**src/assert_macros.svh**
```systemverilog
// assertion macros shared by the central moments block
`ifndef ASSERT_MACROS_SVH
`define ASSERT_MACROS_SVH

`ifndef SYNTH

// property must hold at every clock edge outside reset
`define RCM_ASSERT(lbl, clk, rst, prop) \
   lbl: assert property (@(posedge clk) disable iff (rst) prop) \
      else $error("rcm assertion failed");

// condition must never be true outside reset
`define RCM_NEVER(lbl, clk, rst, cond) \
   lbl: assert property (@(posedge clk) disable iff (rst) !(cond)) \
      else $error("rcm forbidden condition seen");

`else

`define RCM_ASSERT(lbl, clk, rst, prop)
`define RCM_NEVER(lbl, clk, rst, cond)

`endif

`endif

```
**src/rcm_pkg.sv**
```systemverilog
// shared constants, types and saturating helpers of the central moments block
`default_nettype none

package rcm_pkg;

   localparam int SAMPLE_BITS   = 16;
   localparam int COUNT_BITS    = 24;
   localparam int X_BITS        = SAMPLE_BITS + 16;
   localparam int DELTA_BITS    = ((X_BITS > 32) ? X_BITS : 32) + 1;
   localparam int QUOT_BITS     = DELTA_BITS - 1;
   localparam int DIV_CNT_BITS  = $clog2(QUOT_BITS);
   localparam int REQ_DATA_BITS = ((SAMPLE_BITS + 7) / 8) * 8;
   localparam int RSP_DATA_BITS = 248;

   // right shift applied to a 128-bit product
   typedef enum logic [1:0] {
      SH_0  = 2'd0,
      SH_16 = 2'd1,
      SH_32 = 2'd2
   } shift_type;

   // one pass of the shared multiplier per step
   typedef enum logic [3:0] {
      ST_NN  = 4'd0,
      ST_T   = 4'd1,
      ST_TMP = 4'd2,
      ST_DN2 = 4'd3,
      ST_E   = 4'd4,
      ST_U1  = 4'd5,
      ST_V   = 4'd6,
      ST_U2  = 4'd7,
      ST_W   = 4'd8,
      ST_T3  = 4'd9,
      ST_A1  = 4'd10,
      ST_A   = 4'd11,
      ST_B0  = 4'd12,
      ST_B   = 4'd13
   } step_type;

   typedef enum logic [8:0] {
      S_IDLE = 9'b000000001,
      S_PREP = 9'b000000010,
      S_DIV  = 9'b000000100,
      S_ISSU = 9'b000001000,
      S_WAIT = 9'b000010000,
      S_FIN1 = 9'b000100000,
      S_FIN2 = 9'b001000000,
      S_FIN3 = 9'b010000000,
      S_DONE = 9'b100000000
   } state_type;

   typedef struct packed {
      logic        start;
      logic [63:0] a;
      logic [63:0] b;
      shift_type   shift;
   } mul_req_type;

   typedef struct packed {
      logic        busy;
      logic        done;
      logic [63:0] res;
      logic        ovf;
   } mul_rsp_type;

   typedef struct packed {
      logic                  start;
      logic [QUOT_BITS-1:0]  dividend;
      logic [COUNT_BITS-1:0] divisor;
   } div_req_type;

   typedef struct packed {
      logic                 busy;
      logic                 done;
      logic [QUOT_BITS-1:0] quot;
   } div_rsp_type;

   typedef struct packed {
      logic [63:0] val;
      logic        ovf;
   } sat_type;

   // magnitude of a signed 64-bit value
   function automatic logic [63:0] mag64(input logic [63:0] v);
      return v[63] ? (64'd0 - v) : v;
   endfunction

   // apply a sign to a magnitude, clamp to the signed range
   function automatic sat_type to_signed(input logic [63:0] m, input logic neg);
      sat_type r;
      r.ovf = 1'b0;
      if (!neg) begin
         if (m[63]) begin
            r.val = 64'h7FFF_FFFF_FFFF_FFFF;
            r.ovf = 1'b1;
         end else begin
            r.val = m;
         end
      end else begin
         if (m[63] && (|m[62:0])) begin
            r.val = 64'h8000_0000_0000_0000;
            r.ovf = 1'b1;
         end else begin
            r.val = 64'd0 - m;
         end
      end
      return r;
   endfunction

   function automatic sat_type sadd(input logic [63:0] a, input logic [63:0] b);
      sat_type     r;
      logic [64:0] s;
      s = {a[63], a} + {b[63], b};
      r.ovf = s[64] != s[63];
      if (r.ovf) begin
         r.val = s[64] ? 64'h8000_0000_0000_0000 : 64'h7FFF_FFFF_FFFF_FFFF;
      end else begin
         r.val = s[63:0];
      end
      return r;
   endfunction

   function automatic sat_type ssub(input logic [63:0] a, input logic [63:0] b);
      sat_type     r;
      logic [64:0] s;
      s = {a[63], a} - {b[63], b};
      r.ovf = s[64] != s[63];
      if (r.ovf) begin
         r.val = s[64] ? 64'h8000_0000_0000_0000 : 64'h7FFF_FFFF_FFFF_FFFF;
      end else begin
         r.val = s[63:0];
      end
      return r;
   endfunction

   function automatic sat_type uadd(input logic [63:0] a, input logic [63:0] b);
      sat_type     r;
      logic [64:0] s;
      s = {1'b0, a} + {1'b0, b};
      r.ovf = s[64];
      r.val = s[64] ? 64'hFFFF_FFFF_FFFF_FFFF : s[63:0];
      return r;
   endfunction

   function automatic sat_type usub(input logic [63:0] a, input logic [63:0] b);
      sat_type r;
      r.ovf = b > a;
      r.val = r.ovf ? 64'd0 : (a - b);
      return r;
   endfunction

endpackage

`default_nettype wire

```
**src/rcm_mul.sv**
```systemverilog
// shared 64x64 multiplier from 32x32 partial products, with shift and saturation
`default_nettype none

module rcm_mul
   import rcm_pkg::*;
(
   input  wire         clock,
   input  wire         reset,
   input  mul_req_type req,
   output mul_rsp_type rsp
);

   localparam logic [2:0] LAST_PART = 3'd3;
   localparam logic [2:0] LAST_ADD  = 3'd4;
   localparam logic [2:0] RES_CYC   = 3'd5;

   logic         busy_ff, busy_in;
   logic         done_ff, done_in;
   logic [2:0]   cnt_ff, cnt_in;
   logic [63:0]  a_ff, b_ff;
   shift_type    sh_ff;
   logic [63:0]  pp_ff, pp_in;
   logic [1:0]   off_ff, off_in;
   logic [127:0] acc_ff;
   logic [63:0]  res_ff, res_in;
   logic         ovf_ff, ovf_in;
   logic [31:0]  a_half, b_half;
   logic [63:0]  shr_val;
   logic         shr_ovf;

   // partial product select
   always_comb begin
      a_half = cnt_ff[0] ? a_ff[63:32] : a_ff[31:0];
      b_half = cnt_ff[1] ? b_ff[63:32] : b_ff[31:0];
      pp_in  = {32'd0, a_half} * {32'd0, b_half};
      off_in = {1'b0, cnt_ff[0]} + {1'b0, cnt_ff[1]};
   end

   // shift right and saturate to 64 bits
   always_comb begin
      case (sh_ff)
         SH_0: begin
            shr_val = acc_ff[63:0];
            shr_ovf = |acc_ff[127:64];
         end
         SH_16: begin
            shr_val = acc_ff[79:16];
            shr_ovf = |acc_ff[127:80];
         end
         SH_32: begin
            shr_val = acc_ff[95:32];
            shr_ovf = |acc_ff[127:96];
         end
         default: begin
            shr_val = acc_ff[63:0];
            shr_ovf = |acc_ff[127:64];
         end
      endcase
      res_in = shr_ovf ? 64'hFFFF_FFFF_FFFF_FFFF : shr_val;
      ovf_in = shr_ovf;
   end

   // sequencing of the partial products
   always_comb begin
      busy_in = busy_ff;
      done_in = 1'b0;
      cnt_in  = cnt_ff;
      if (req.start) begin
         busy_in = 1'b1;
         cnt_in  = 3'd0;
      end else if (busy_ff) begin
         cnt_in = cnt_ff + 3'd1;
         if (cnt_ff == RES_CYC) begin
            busy_in = 1'b0;
            done_in = 1'b1;
         end
      end
   end

   always_ff @(posedge clock) begin
      if (reset) begin
         busy_ff <= 1'b0;
         done_ff <= 1'b0;
         cnt_ff  <= 3'd0;
      end else begin
         busy_ff <= busy_in;
         done_ff <= done_in;
         cnt_ff  <= cnt_in;
      end
   end

   // operands, partial product and accumulator
   always_ff @(posedge clock) begin
      if (req.start) begin
         a_ff   <= req.a;
         b_ff   <= req.b;
         sh_ff  <= req.shift;
         acc_ff <= 128'd0;
      end else if (busy_ff) begin
         if (cnt_ff <= LAST_PART) begin
            pp_ff  <= pp_in;
            off_ff <= off_in;
         end
         if ((cnt_ff != 3'd0) && (cnt_ff <= LAST_ADD)) begin
            acc_ff <= acc_ff + ({64'd0, pp_ff} << {off_ff, 5'd0});
         end
         if (cnt_ff == RES_CYC) begin
            res_ff <= res_in;
            ovf_ff <= ovf_in;
         end
      end
   end

   assign rsp.busy = busy_ff;
   assign rsp.done = done_ff;
   assign rsp.res  = res_ff;
   assign rsp.ovf  = ovf_ff;

endmodule

`default_nettype wire

```
**config.mk**
```make
export PLATFORM = sky130hd
export DESIGN_NAME = rcm_mul
export DESIGN_NICKNAME = d
export VERILOG_FILES = /design/src/assert_macros.svh /design/src/rcm_pkg.sv /design/src/rcm_mul.sv
export SDC_FILE = /design/constraint.sdc
export NUM_CORES = 2
export LEC_CHECK = 0
export ABC_AREA = 0
export ABC_CLOCK_PERIOD_IN_PS = 27700
export BUFFER_PORTS_ARGS = -buffer_cell sky130_fd_sc_hd__buf_2
export CAP_MARGIN = 20
export CORE_MARGIN = 3
export CORE_UTILIZATION = 30
export DETAILED_ROUTE_END_ITERATION = 10
export GPL_TIMING_DRIVEN = 0
export PLACE_DENSITY_LB_ADDON = 0.1
export SYNTH_ARGS = -nofsm -noshare
export SYNTH_HDL_FRONTEND = slang
export SYNTH_SLANG_ARGS = --single-unit
```
**constraint.sdc**
```tcl
create_clock -name clock -period 27.7 [get_ports clock]
set_input_delay 4.155 -clock clock [delete_from_list [all_inputs] [get_ports clock]]
set_output_delay 4.155 -clock clock [all_outputs]
set_load 0.03 [all_outputs]
```
==> flow_summary.toml <==
[yosys]
ys_seq_area_frac = 0.186
ys_ff_latch = 394
synth_cell_types = 85
synth_top_cell_area_share = 0.319
synthesis.area_um2 = 56400
synth.net_count = 7726
yosysTopAreaCell = "fa_1"
synth_area_leaders = "fa_1 (32%), edfxtp_1 (14%), ha_1 (8.8%)"
ys.flop_type = "edfxtp_1"
ys_warn_count = 0
syn_area_per_cell_um2 = 8.95
synthCells = 6300
synth_common_cells = "inv_1 (942), fa_1 (897), nand2_1 (798)"
synth_most_common_cell = "inv_1"
synth-edff-count = 261
synthArstFlopShare = 0

[worst_setup_path]
required_ns = 28.11
endpoint_kind = "register"
slowest_delay_ns = 0.91
crit_top_cell = "fa_1"
reg2reg_to = "pp_ff[60]"
worstPathMaxFanout = 10
regToRegSetupSlack_ns = 14.77
r2r_cells = 31
critPathKind = "register to register"
slowest_stage = "buf_1"
reg2reg_from = "cnt_ff[0]"
startpoint_type = "register"
crit_arrival_ns = 13.34

[layout]
syn_to_final_growth_pct = 13.0
nNetsFinal = 8058
seq_area_um2 = 10500
multi_input_area_um2 = 41100
fin_cells = 9154
fillers = 19439
drive_gt1_frac = 0.0796

[detailed_routing]
drc = 0
via_count = 47602
wl_um = 263000
routedWlPerCell_um = 28.8
dr.pass1.iters = 6
drtIter0Drc = 3614
viasPerCell = 5.20
ant_nets = 0

[cts]
cts.sinks = 394
cts_max_level = 2
insertion_delay_ns = 0.71
cts_setup_buffers = 0
hold_buffers = 0
cts_root_buf = "clkbuf_16"
clkSlewWorstSetupHoldPaths_ns = 0.06
tritoncts.num_buffers = 51
tritoncts = "yes"
clockBufferDepth = 3
cts_resized = 0

[sta]
relSlewSlack = 0.110
hold_viol = 0
slew_viol_final = 0
fmaxAchievable_ghz = 0.0773
worstMarginPinSlew_ns = 1.34
tns_ns = 0
setup_viol = 0
worst_slack_ns = 14.77
final.setup_skew_ns = 0.0490
min_period_ns = 12.93
rsz0062_at_grt = "false"
period_share = 0.467

[placed_design]
dp_slack_ns = 14.78
place.gp.congestion = 0.980
dp.cells = 9056
io_buffers = 199
hpwlAfterDp_um = 225000

[grt]
grt_overflow = 0
track_usage = 0.271
grt_pass1_wl_um = 370000
grt_pass1_vias = 48984
grt_antenna_before_repair = 5
grt_max_degree = 105

[worst_hold_path]
min_delay_path_depth = 2
hold_start = "acc_ff[105]"
hold_class = "register to register"
hold_end = "acc_ff[105]"

[floorplan]
boundaryPins = 200
rows = 158
die_area_um2 = 193000
dieHeight_um = 439
die_w_um = 439
initial_core_util = 0.303
core_um2 = 186000

[status]
status = "finished clean"

[flow_run]
cap_viol_max_count = 0
==> per-layer routing <==
| layer | vias to the layer above | global-route usage | wire length, um |
|---|---|---|---|
| met3 | 512 | 0.0366 | 15600 |
| met1 | 24092 | 0.349 | 110000 |
| met4 | 2 | 0.142 | 16800 |
| met5 | - | 0 | 13 |
| met2 | 1919 | 0.442 | 121000 |
| li1 | 21077 | - | - |
==> cells in the final DEF, fill, tap and decap left out, types with 26 or more instances in the layout <==
master,instances
a21o_1,112
o21bai_1,46
nor3_1,42
fa_1,897
buf_2,232
a22o_1,39
a21oi_1,323
a22oi_1,65
xor2_1,68
and2_1,40
clkbuf_16,51
nand3_1,43
nand4_1,88
mux2i_1,68
o21ai_0,191
nor2b_1,47
nor2_1,789
buf_8,45
clkbuf_1,299
dfxtp_1,133
edfxtp_1,261
mux2_2,62
o211ai_1,77
o21a_1,26
xnor2_1,106
ha_1,396
inv_1,942
nand2_1,798
==> final cells by class <==
cell class,count,share of cell area
Clock inverter,33,0.00837
Clock buffer,61,0.0206
Inverter,942,0.0555
Buffer,347,0.0213
Tap cell,2480,0.0487
Antenna cell,1,0.0000393
Multi-Input combinational cell,4617,0.646
Sequential cell,394,0.165
Timing Repair Buffer,279,0.0343
==> registers in the layout, summed over array words and instances, names as in the netlist <==
register and count:
a_ff 64, acc_ff 128, b_ff 64, busy_ff 1, cnt_ff 3, done_ff 1
off_ff 2, ovf_ff 1, pp_ff 64, res_ff 64, sh_ff 2
==> kinds of logic after synthesis <==
kind of cell    after synthesis  synth area share
compound gates             1040             0.118
buf+inv                    1289            0.0868
flops                       394             0.186
xor+xnor                    174            0.0270
fa+ha+maj                  1293             0.406
simple gates               1952             0.146
mux                         158            0.0294
==> how the worst max path moves through the flow <==
stage | start | to | slack, ns
after floorplan | cnt_ff[0] | pp_ff[56] | 18.72
after global placement | cnt_ff[1] | pp_ff[60] | 13.91
after detailed placement | cnt_ff[0] | pp_ff[60] | 14.78
after CTS | cnt_ff[0] | pp_ff[60] | 14.76
after global routing | cnt_ff[0] | pp_ff[60] | 14.52
final | cnt_ff[0] | pp_ff[60] | 14.77
==> worst max-delay path: cells and delay by family, from the launching register on <==
family,cells,cell delay [ns]
buffers and inverters,9,3.67
XOR/XNOR,1,0.12
flip-flops,1,0.38
AND/OR/NAND/NOR,2,0.38
adder cells (fa/ha/maj),9,4.39
AO/OA/AOI/OAI,9,2.99
multiplexers,1,0.71
==> through the flow <==
step	utilization	hold slack, ns	cell area, um^2
6_report	0.342	0.476	63700
5_1_grt	0.342	0.502	63700
4_1_cts	0.342	0.482	63600
3_5_place_dp	0.332	0.467	61800
3_3_place_gp	0.325	0.469	60500
2_1_floorplan	-	0.443	56400
Power is left out: the tool's default activity adds up to more than one toggle a clock period on the data nets, which glitch-free logic cannot reach.
