**src/assert_macros.svh**
```systemverilog
// assertion macros shared by the central moments block
`ifndef ASSERT_MACROS_SVH
`define ASSERT_MACROS_SVH

`ifndef SYNTH

// property must hold at every clock edge outside reset
`define RCM_ASSERT(lbl, clk, rst, prop) \
   lbl: assert property (@(posedge clk) disable iff (rst) prop) \
      else $error("rcm assertion failed");

// condition must never be true outside reset
`define RCM_NEVER(lbl, clk, rst, cond) \
   lbl: assert property (@(posedge clk) disable iff (rst) !(cond)) \
      else $error("rcm forbidden condition seen");

`else

`define RCM_ASSERT(lbl, clk, rst, prop)
`define RCM_NEVER(lbl, clk, rst, cond)

`endif

`endif

```
**src/rcm_pkg.sv**
```systemverilog
// shared constants, types and saturating helpers of the central moments block
`default_nettype none

package rcm_pkg;

   localparam int SAMPLE_BITS   = 16;
   localparam int COUNT_BITS    = 24;
   localparam int X_BITS        = SAMPLE_BITS + 16;
   localparam int DELTA_BITS    = ((X_BITS > 32) ? X_BITS : 32) + 1;
   localparam int QUOT_BITS     = DELTA_BITS - 1;
   localparam int DIV_CNT_BITS  = $clog2(QUOT_BITS);
   localparam int REQ_DATA_BITS = ((SAMPLE_BITS + 7) / 8) * 8;
   localparam int RSP_DATA_BITS = 248;

   // right shift applied to a 128-bit product
   typedef enum logic [1:0] {
      SH_0  = 2'd0,
      SH_16 = 2'd1,
      SH_32 = 2'd2
   } shift_type;

   // one pass of the shared multiplier per step
   typedef enum logic [3:0] {
      ST_NN  = 4'd0,
      ST_T   = 4'd1,
      ST_TMP = 4'd2,
      ST_DN2 = 4'd3,
      ST_E   = 4'd4,
      ST_U1  = 4'd5,
      ST_V   = 4'd6,
      ST_U2  = 4'd7,
      ST_W   = 4'd8,
      ST_T3  = 4'd9,
      ST_A1  = 4'd10,
      ST_A   = 4'd11,
      ST_B0  = 4'd12,
      ST_B   = 4'd13
   } step_type;

   typedef enum logic [8:0] {
      S_IDLE = 9'b000000001,
      S_PREP = 9'b000000010,
      S_DIV  = 9'b000000100,
      S_ISSU = 9'b000001000,
      S_WAIT = 9'b000010000,
      S_FIN1 = 9'b000100000,
      S_FIN2 = 9'b001000000,
      S_FIN3 = 9'b010000000,
      S_DONE = 9'b100000000
   } state_type;

   typedef struct packed {
      logic        start;
      logic [63:0] a;
      logic [63:0] b;
      shift_type   shift;
   } mul_req_type;

   typedef struct packed {
      logic        busy;
      logic        done;
      logic [63:0] res;
      logic        ovf;
   } mul_rsp_type;

   typedef struct packed {
      logic                  start;
      logic [QUOT_BITS-1:0]  dividend;
      logic [COUNT_BITS-1:0] divisor;
   } div_req_type;

   typedef struct packed {
      logic                 busy;
      logic                 done;
      logic [QUOT_BITS-1:0] quot;
   } div_rsp_type;

   typedef struct packed {
      logic [63:0] val;
      logic        ovf;
   } sat_type;

   // magnitude of a signed 64-bit value
   function automatic logic [63:0] mag64(input logic [63:0] v);
      return v[63] ? (64'd0 - v) : v;
   endfunction

   // apply a sign to a magnitude, clamp to the signed range
   function automatic sat_type to_signed(input logic [63:0] m, input logic neg);
      sat_type r;
      r.ovf = 1'b0;
      if (!neg) begin
         if (m[63]) begin
            r.val = 64'h7FFF_FFFF_FFFF_FFFF;
            r.ovf = 1'b1;
         end else begin
            r.val = m;
         end
      end else begin
         if (m[63] && (|m[62:0])) begin
            r.val = 64'h8000_0000_0000_0000;
            r.ovf = 1'b1;
         end else begin
            r.val = 64'd0 - m;
         end
      end
      return r;
   endfunction

   function automatic sat_type sadd(input logic [63:0] a, input logic [63:0] b);
      sat_type     r;
      logic [64:0] s;
      s = {a[63], a} + {b[63], b};
      r.ovf = s[64] != s[63];
      if (r.ovf) begin
         r.val = s[64] ? 64'h8000_0000_0000_0000 : 64'h7FFF_FFFF_FFFF_FFFF;
      end else begin
         r.val = s[63:0];
      end
      return r;
   endfunction

   function automatic sat_type ssub(input logic [63:0] a, input logic [63:0] b);
      sat_type     r;
      logic [64:0] s;
      s = {a[63], a} - {b[63], b};
      r.ovf = s[64] != s[63];
      if (r.ovf) begin
         r.val = s[64] ? 64'h8000_0000_0000_0000 : 64'h7FFF_FFFF_FFFF_FFFF;
      end else begin
         r.val = s[63:0];
      end
      return r;
   endfunction

   function automatic sat_type uadd(input logic [63:0] a, input logic [63:0] b);
      sat_type     r;
      logic [64:0] s;
      s = {1'b0, a} + {1'b0, b};
      r.ovf = s[64];
      r.val = s[64] ? 64'hFFFF_FFFF_FFFF_FFFF : s[63:0];
      return r;
   endfunction

   function automatic sat_type usub(input logic [63:0] a, input logic [63:0] b);
      sat_type r;
      r.ovf = b > a;
      r.val = r.ovf ? 64'd0 : (a - b);
      return r;
   endfunction

endpackage

`default_nettype wire

```
**src/rcm_div.sv**
```systemverilog
// restoring divider, one quotient bit per cycle
`default_nettype none

module rcm_div
   import rcm_pkg::*;
(
   input  wire         clock,
   input  wire         reset,
   input  div_req_type req,
   output div_rsp_type rsp
);

   logic                    busy_ff, busy_in;
   logic                    done_ff, done_in;
   logic [DIV_CNT_BITS-1:0] cnt_ff, cnt_in;
   logic [QUOT_BITS-1:0]    quo_ff, quo_in;
   logic [COUNT_BITS-1:0]   rem_ff, rem_in;
   logic [COUNT_BITS-1:0]   dvs_ff;
   logic [COUNT_BITS:0]     rem_sh, diff;
   logic                    ge;

   // one trial subtraction
   always_comb begin
      rem_sh = {rem_ff, quo_ff[QUOT_BITS-1]};
      diff   = rem_sh - {1'b0, dvs_ff};
      ge     = !diff[COUNT_BITS];
      rem_in = ge ? diff[COUNT_BITS-1:0] : rem_sh[COUNT_BITS-1:0];
      quo_in = {quo_ff[QUOT_BITS-2:0], ge};
   end

   // iteration control
   always_comb begin
      busy_in = busy_ff;
      done_in = 1'b0;
      cnt_in  = cnt_ff;
      if (req.start) begin
         busy_in = 1'b1;
         cnt_in  = '0;
      end else if (busy_ff) begin
         cnt_in = cnt_ff + DIV_CNT_BITS'(1);
         if (cnt_ff == DIV_CNT_BITS'(QUOT_BITS - 1)) begin
            busy_in = 1'b0;
            done_in = 1'b1;
         end
      end
   end

   always_ff @(posedge clock) begin
      if (reset) begin
         busy_ff <= 1'b0;
         done_ff <= 1'b0;
         cnt_ff  <= '0;
      end else begin
         busy_ff <= busy_in;
         done_ff <= done_in;
         cnt_ff  <= cnt_in;
      end
   end

   // dividend shifts out as the quotient shifts in
   always_ff @(posedge clock) begin
      if (req.start) begin
         quo_ff <= req.dividend;
         rem_ff <= '0;
         dvs_ff <= req.divisor;
      end else if (busy_ff) begin
         quo_ff <= quo_in;
         rem_ff <= rem_in;
      end
   end

   assign rsp.busy = busy_ff;
   assign rsp.done = done_ff;
   assign rsp.quot = quo_ff;

endmodule

`default_nettype wire

```
**config.mk**
```make
export PLATFORM = sky130hd
export DESIGN_NAME = rcm_div
export DESIGN_NICKNAME = d
export VERILOG_FILES = /design/src/assert_macros.svh /design/src/rcm_pkg.sv /design/src/rcm_div.sv
export SDC_FILE = /design/constraint.sdc
export NUM_CORES = 1
export LEC_CHECK = 0
export BUFFER_PORTS_ARGS = -buffer_cell sky130_fd_sc_hd__buf_4
export CORE_MARGIN = 2
export CORE_UTILIZATION = 40
export CTS_BUF_LIST = sky130_fd_sc_hd__clkbuf_16
export DETAILED_ROUTE_END_ITERATION = 10
export GPL_ROUTABILITY_DRIVEN = 0
export SLEW_MARGIN = 30
export SYNTH_ARGS = -nofsm -noshare
export SYNTH_HDL_FRONTEND = slang
export SYNTH_SLANG_ARGS = --single-unit
export TNS_END_PERCENT = 20
```
**constraint.sdc**
```tcl
create_clock -name clock -period 9.3 [get_ports clock]
set_input_delay 0.93 -clock clock [delete_from_list [all_inputs] [get_ports clock]]
set_output_delay 0.93 -clock clock [all_outputs]
set_load 0.02 [all_outputs]
```
==> load_flow_metrics.sql <==
INSERT INTO impl_metrics (metric_group, metric, value, unit) VALUES
('synth', 'synth_area_leader_cell', 'edfxtp_1', ''),
('synth', 'synth.area.top_cells', 'edfxtp_1 (34%), dfxtp_1 (13%), mux2_2 (7.3%)', ''),
('layout', 'area_growth_syn_to_layout', '22.3', '%'),
('die', 'dieArea', '0.0132', 'sq mm'),
('placed_design', 'io_buffers', '92', ''),
('layout', 'finish.utilization', '0.500', ''),
('synth', 'ys_warn_count', '0', ''),
('grt', 'grt_first_pass_wirelength', '18.9', 'mm'),
('detailed_routing', 'post_drt_wl_per_cell', '15.9', 'um'),
('power', 'power_density_normalized_to_cell_area', '179', 'mW/mm^2'),
('synth', 'primary_flip_flop_cell_chosen_by_synthesis_mapping', 'edfxtp_1', ''),
('sta', 'hold_viol_final', '0', ''),
('power', 'vdd_drop_max', '0.120', 'mV'),
('worst_setup_path', 'worst-endpoint-required', '9.51', 'ns'),
('cts', 'clockBufferDepth', '2', ''),
('synth', 'synth_seq_cells', '87', ''),
('worst_setup_path', 'cp.depth', '11', ''),
('layout', 'antenna-diode-count', '0', ''),
('sta', 'worst-slew-pin-transition', '0.858', 'ns'),
('synth', 'synthesized_instance_count', '477', ''),
('grt', 'antenna_found_initial', '0', ''),
('detailed_routing', 'vias', '3901', ''),
('worst_setup_path', 'worst_r2r_path_depth', '11', ''),
('worst_setup_path', 'crit_arrival', '3.78', 'ns'),
('outcome', 'outcome', 'finished, final reports clean', ''),
('worst_setup_path', 'timing.critical_path.slowest_cell_delay', '0.51', 'ns'),
('synth', 'synth_largest_type_area_fraction', '0.342', ''),
('worst_setup_path', 'path_buf_inv', '2', ''),
('sta', 'rsz0062_at_grt', 'no', ''),
('worst_setup_path', 'crit_family', 'compound AO/OA/AOI/OAI gates', ''),
('worst_setup_path', 'path_cells', 'inv_1 -> ha_1 -> a21o_1 -> or3_1 -> o211ai_2 -> o211ai_2 -> a2111o_1 -> a21oi_2 -> buf_4 -> a2111oi_0 -> a2111oi_0', ''),
('die', 'initial_core_util', '0.409', ''),
('synth', 'asyncSetResetFlopFracSynth', '0', ''),
('cts', 'cts.repair_timing.setup_buffer_count', '0', ''),
('cts', 'post_cts_hold_buffer_count', '0', ''),
('sta', 'fin_crit_sh', '0.383', ''),
('sta', 'setup_total_negative_slack', '0', 'ns'),
('cts', 'worst_setup_hold_path_clk_slew', '0.06', 'ns'),
('detailed_routing', 'detailed_route_iter0_violations', '166', ''),
('job', 'timing.max_cap.violations', '0', ''),
('worst_setup_path', 'timing.critical_path.fanout_max', '17', ''),
('die', 'coreArea', '0.0120', 'sq mm'),
('die', 'boundaryPins', '93', ''),
('detailed_routing', 'routed_wirelength', '11.4', 'mm'),
('grt', 'global_route.usage.total', '0.183', ''),
('grt', 'grt.overflow.total', '0', ''),
('detailed_routing', 'drc_errors', '0', ''),
('synth', 'synth.cell_area', '0.00491', 'sq mm'),
('power', 'static-leakage-power', '2.47', 'nW'),
('sta', 'final.setup_skew', '0.00872', 'ns'),
('cts', 'tritoncts_clock_tree', 'yes', ''),
('sta', 'highest_clock_frequency_the_design_can_meet', '0.280', 'GHz'),
('layout', 'fill_cell_instance_count_of_the_final_layout', '1120', ''),
('worst_hold_path', 'min_delay_path_depth', '2', ''),
('detailed_routing', 'route.detailed.vias_per_inst', '5.48', ''),
('cts', 'clock_tree.htree_level_count', '3', ''),
('synth', 'synth_most_common_cell', 'edfxtp_1', ''),
('die', 'die_height', '115', 'um'),
('die', 'num_rows', '40', ''),
('grt', 'first_global_vias', '3913', ''),
('worst_setup_path', 'crit_path_top_delay_cell', 'a2111o_1', ''),
('sta', 'worst_slew_margin_rel', '0.427', ''),
('layout', 'fraction_of_layout_instances_using_a_drive_strength_above_1', '0.274', ''),
('synth', 'netlist-cell-type-count', '59', ''),
('placed_design', 'detailed_place_hpwl', '7.90', 'mm'),
('worst_setup_path', 'critical_path.endpoint_type', 'register', ''),
('cts', 'tritoncts.num_buffers', '9', ''),
('sta', 'drv_slew', '0', ''),
('cts', 'cts_resized', '0', ''),
('cts', 'root_buffer', 'clkbuf_16', ''),
('synth', 'synth_commonest_cells', 'edfxtp_1 (56), nor2_1 (50), inv_1 (36), mux2_2 (32), dfxtp_1 (31)', '');
[per-layer routing]
layer  global-route usage  wire length, um  vias to the layer above
li1                     -                -                     1938
met1                0.226             4970                     1836
met2                0.292             5310                      116
met3               0.0727              884                       11
met4               0.0643              193                        0
met5                    0                0                        -
[where the power goes]
group          switching [mW]  internal [mW]  leakage [nW]
sequential             0.0223          0.450         0.812
clock                   0.159          0.181         0.133
combinational           0.146          0.118          1.53
[cells by family (layout without fill, tap and decap cells)]
family,Yosys count,in the layout,share of synthesized area
AO/OA/AOI/OAI,124,124,0.179
XOR/XNOR,18,18,0.0321
adder cells (fa/ha/maj),27,27,0.0703
buffers and inverters,61,149,0.0494
flip-flops,87,87,0.469
multiplexers,34,34,0.0775
AND/OR/NAND/NOR,126,126,0.123
[worst paths after layout]
check | to | from | slack [ns]
setup / recovery | rem_ff[8] | dvs_ff[5] | 5.73
hold reg to reg | rem_ff[9] | rem_ff[9] | 0.50
hold / removal | rem_ff[9] | rem_ff[9] | 0.50
setup reg to reg | rem_ff[8] | dvs_ff[5] | 5.73
[final cells by class]
class | count | area [sq um] | share of cell area
Clock buffer | 9 | 225 | 0.0375
Clock inverter | 7 | 50.0 | 0.00833
Inverter | 36 | 135 | 0.0225
Multi-Input combinational cell | 329 | 2370 | 0.395
Sequential cell | 87 | 2300 | 0.383
Tap cell | 147 | 184 | 0.0306
Timing Repair Buffer | 97 | 739 | 0.123
[placed cells by master (no fill, tap or decap), drive strengths merged, types with 3 or more instances in the layout]
cell / n
mux2: 32
dfxtp: 31
and3: 8
xor2: 7
or2: 3
nand4: 3
nand2: 16
a211oi: 4
clkbuf: 9
xnor2: 11
ha: 26
a21o: 6
nor3: 6
clkinv: 3
a311oi: 19
inv: 38
o21ai: 35
edfxtp: 56
buf: 97
nor4: 3
nand3: 23
o211ai: 8
nand2b: 7
a2111oi: 5
a21oi: 24
o21a: 6
nor2: 50
[registers in the layout, summed over array words and instances (netlist names)]
signal / flops
dvs_ff: 24
done_ff: 1
cnt_ff: 5
busy_ff: 1
rem_ff: 24
quo_ff: 32
[stage by stage]
step	hold WS, ns	cell area, sq um	setup WS [ns]	cells	power [mW]
after floorplan	0.467	4910	6.19	477	0.657
after global placement	0.481	5710	5.85	695	0.741
after detailed placement	0.499	5710	5.64	695	0.744
after CTS	0.507	5990	5.61	711	1.09
after global routing	0.530	6010	5.49	712	1.13
final	0.502	6010	5.73	712	1.08
[worst min-delay path, stage by stage (launching register included)]
cell	delay [ns]
dfxtp_1	0.32
nor2_1	0.08
a311oi_1	0.05
No activity file was read; power rests on OpenSTA's default activity.
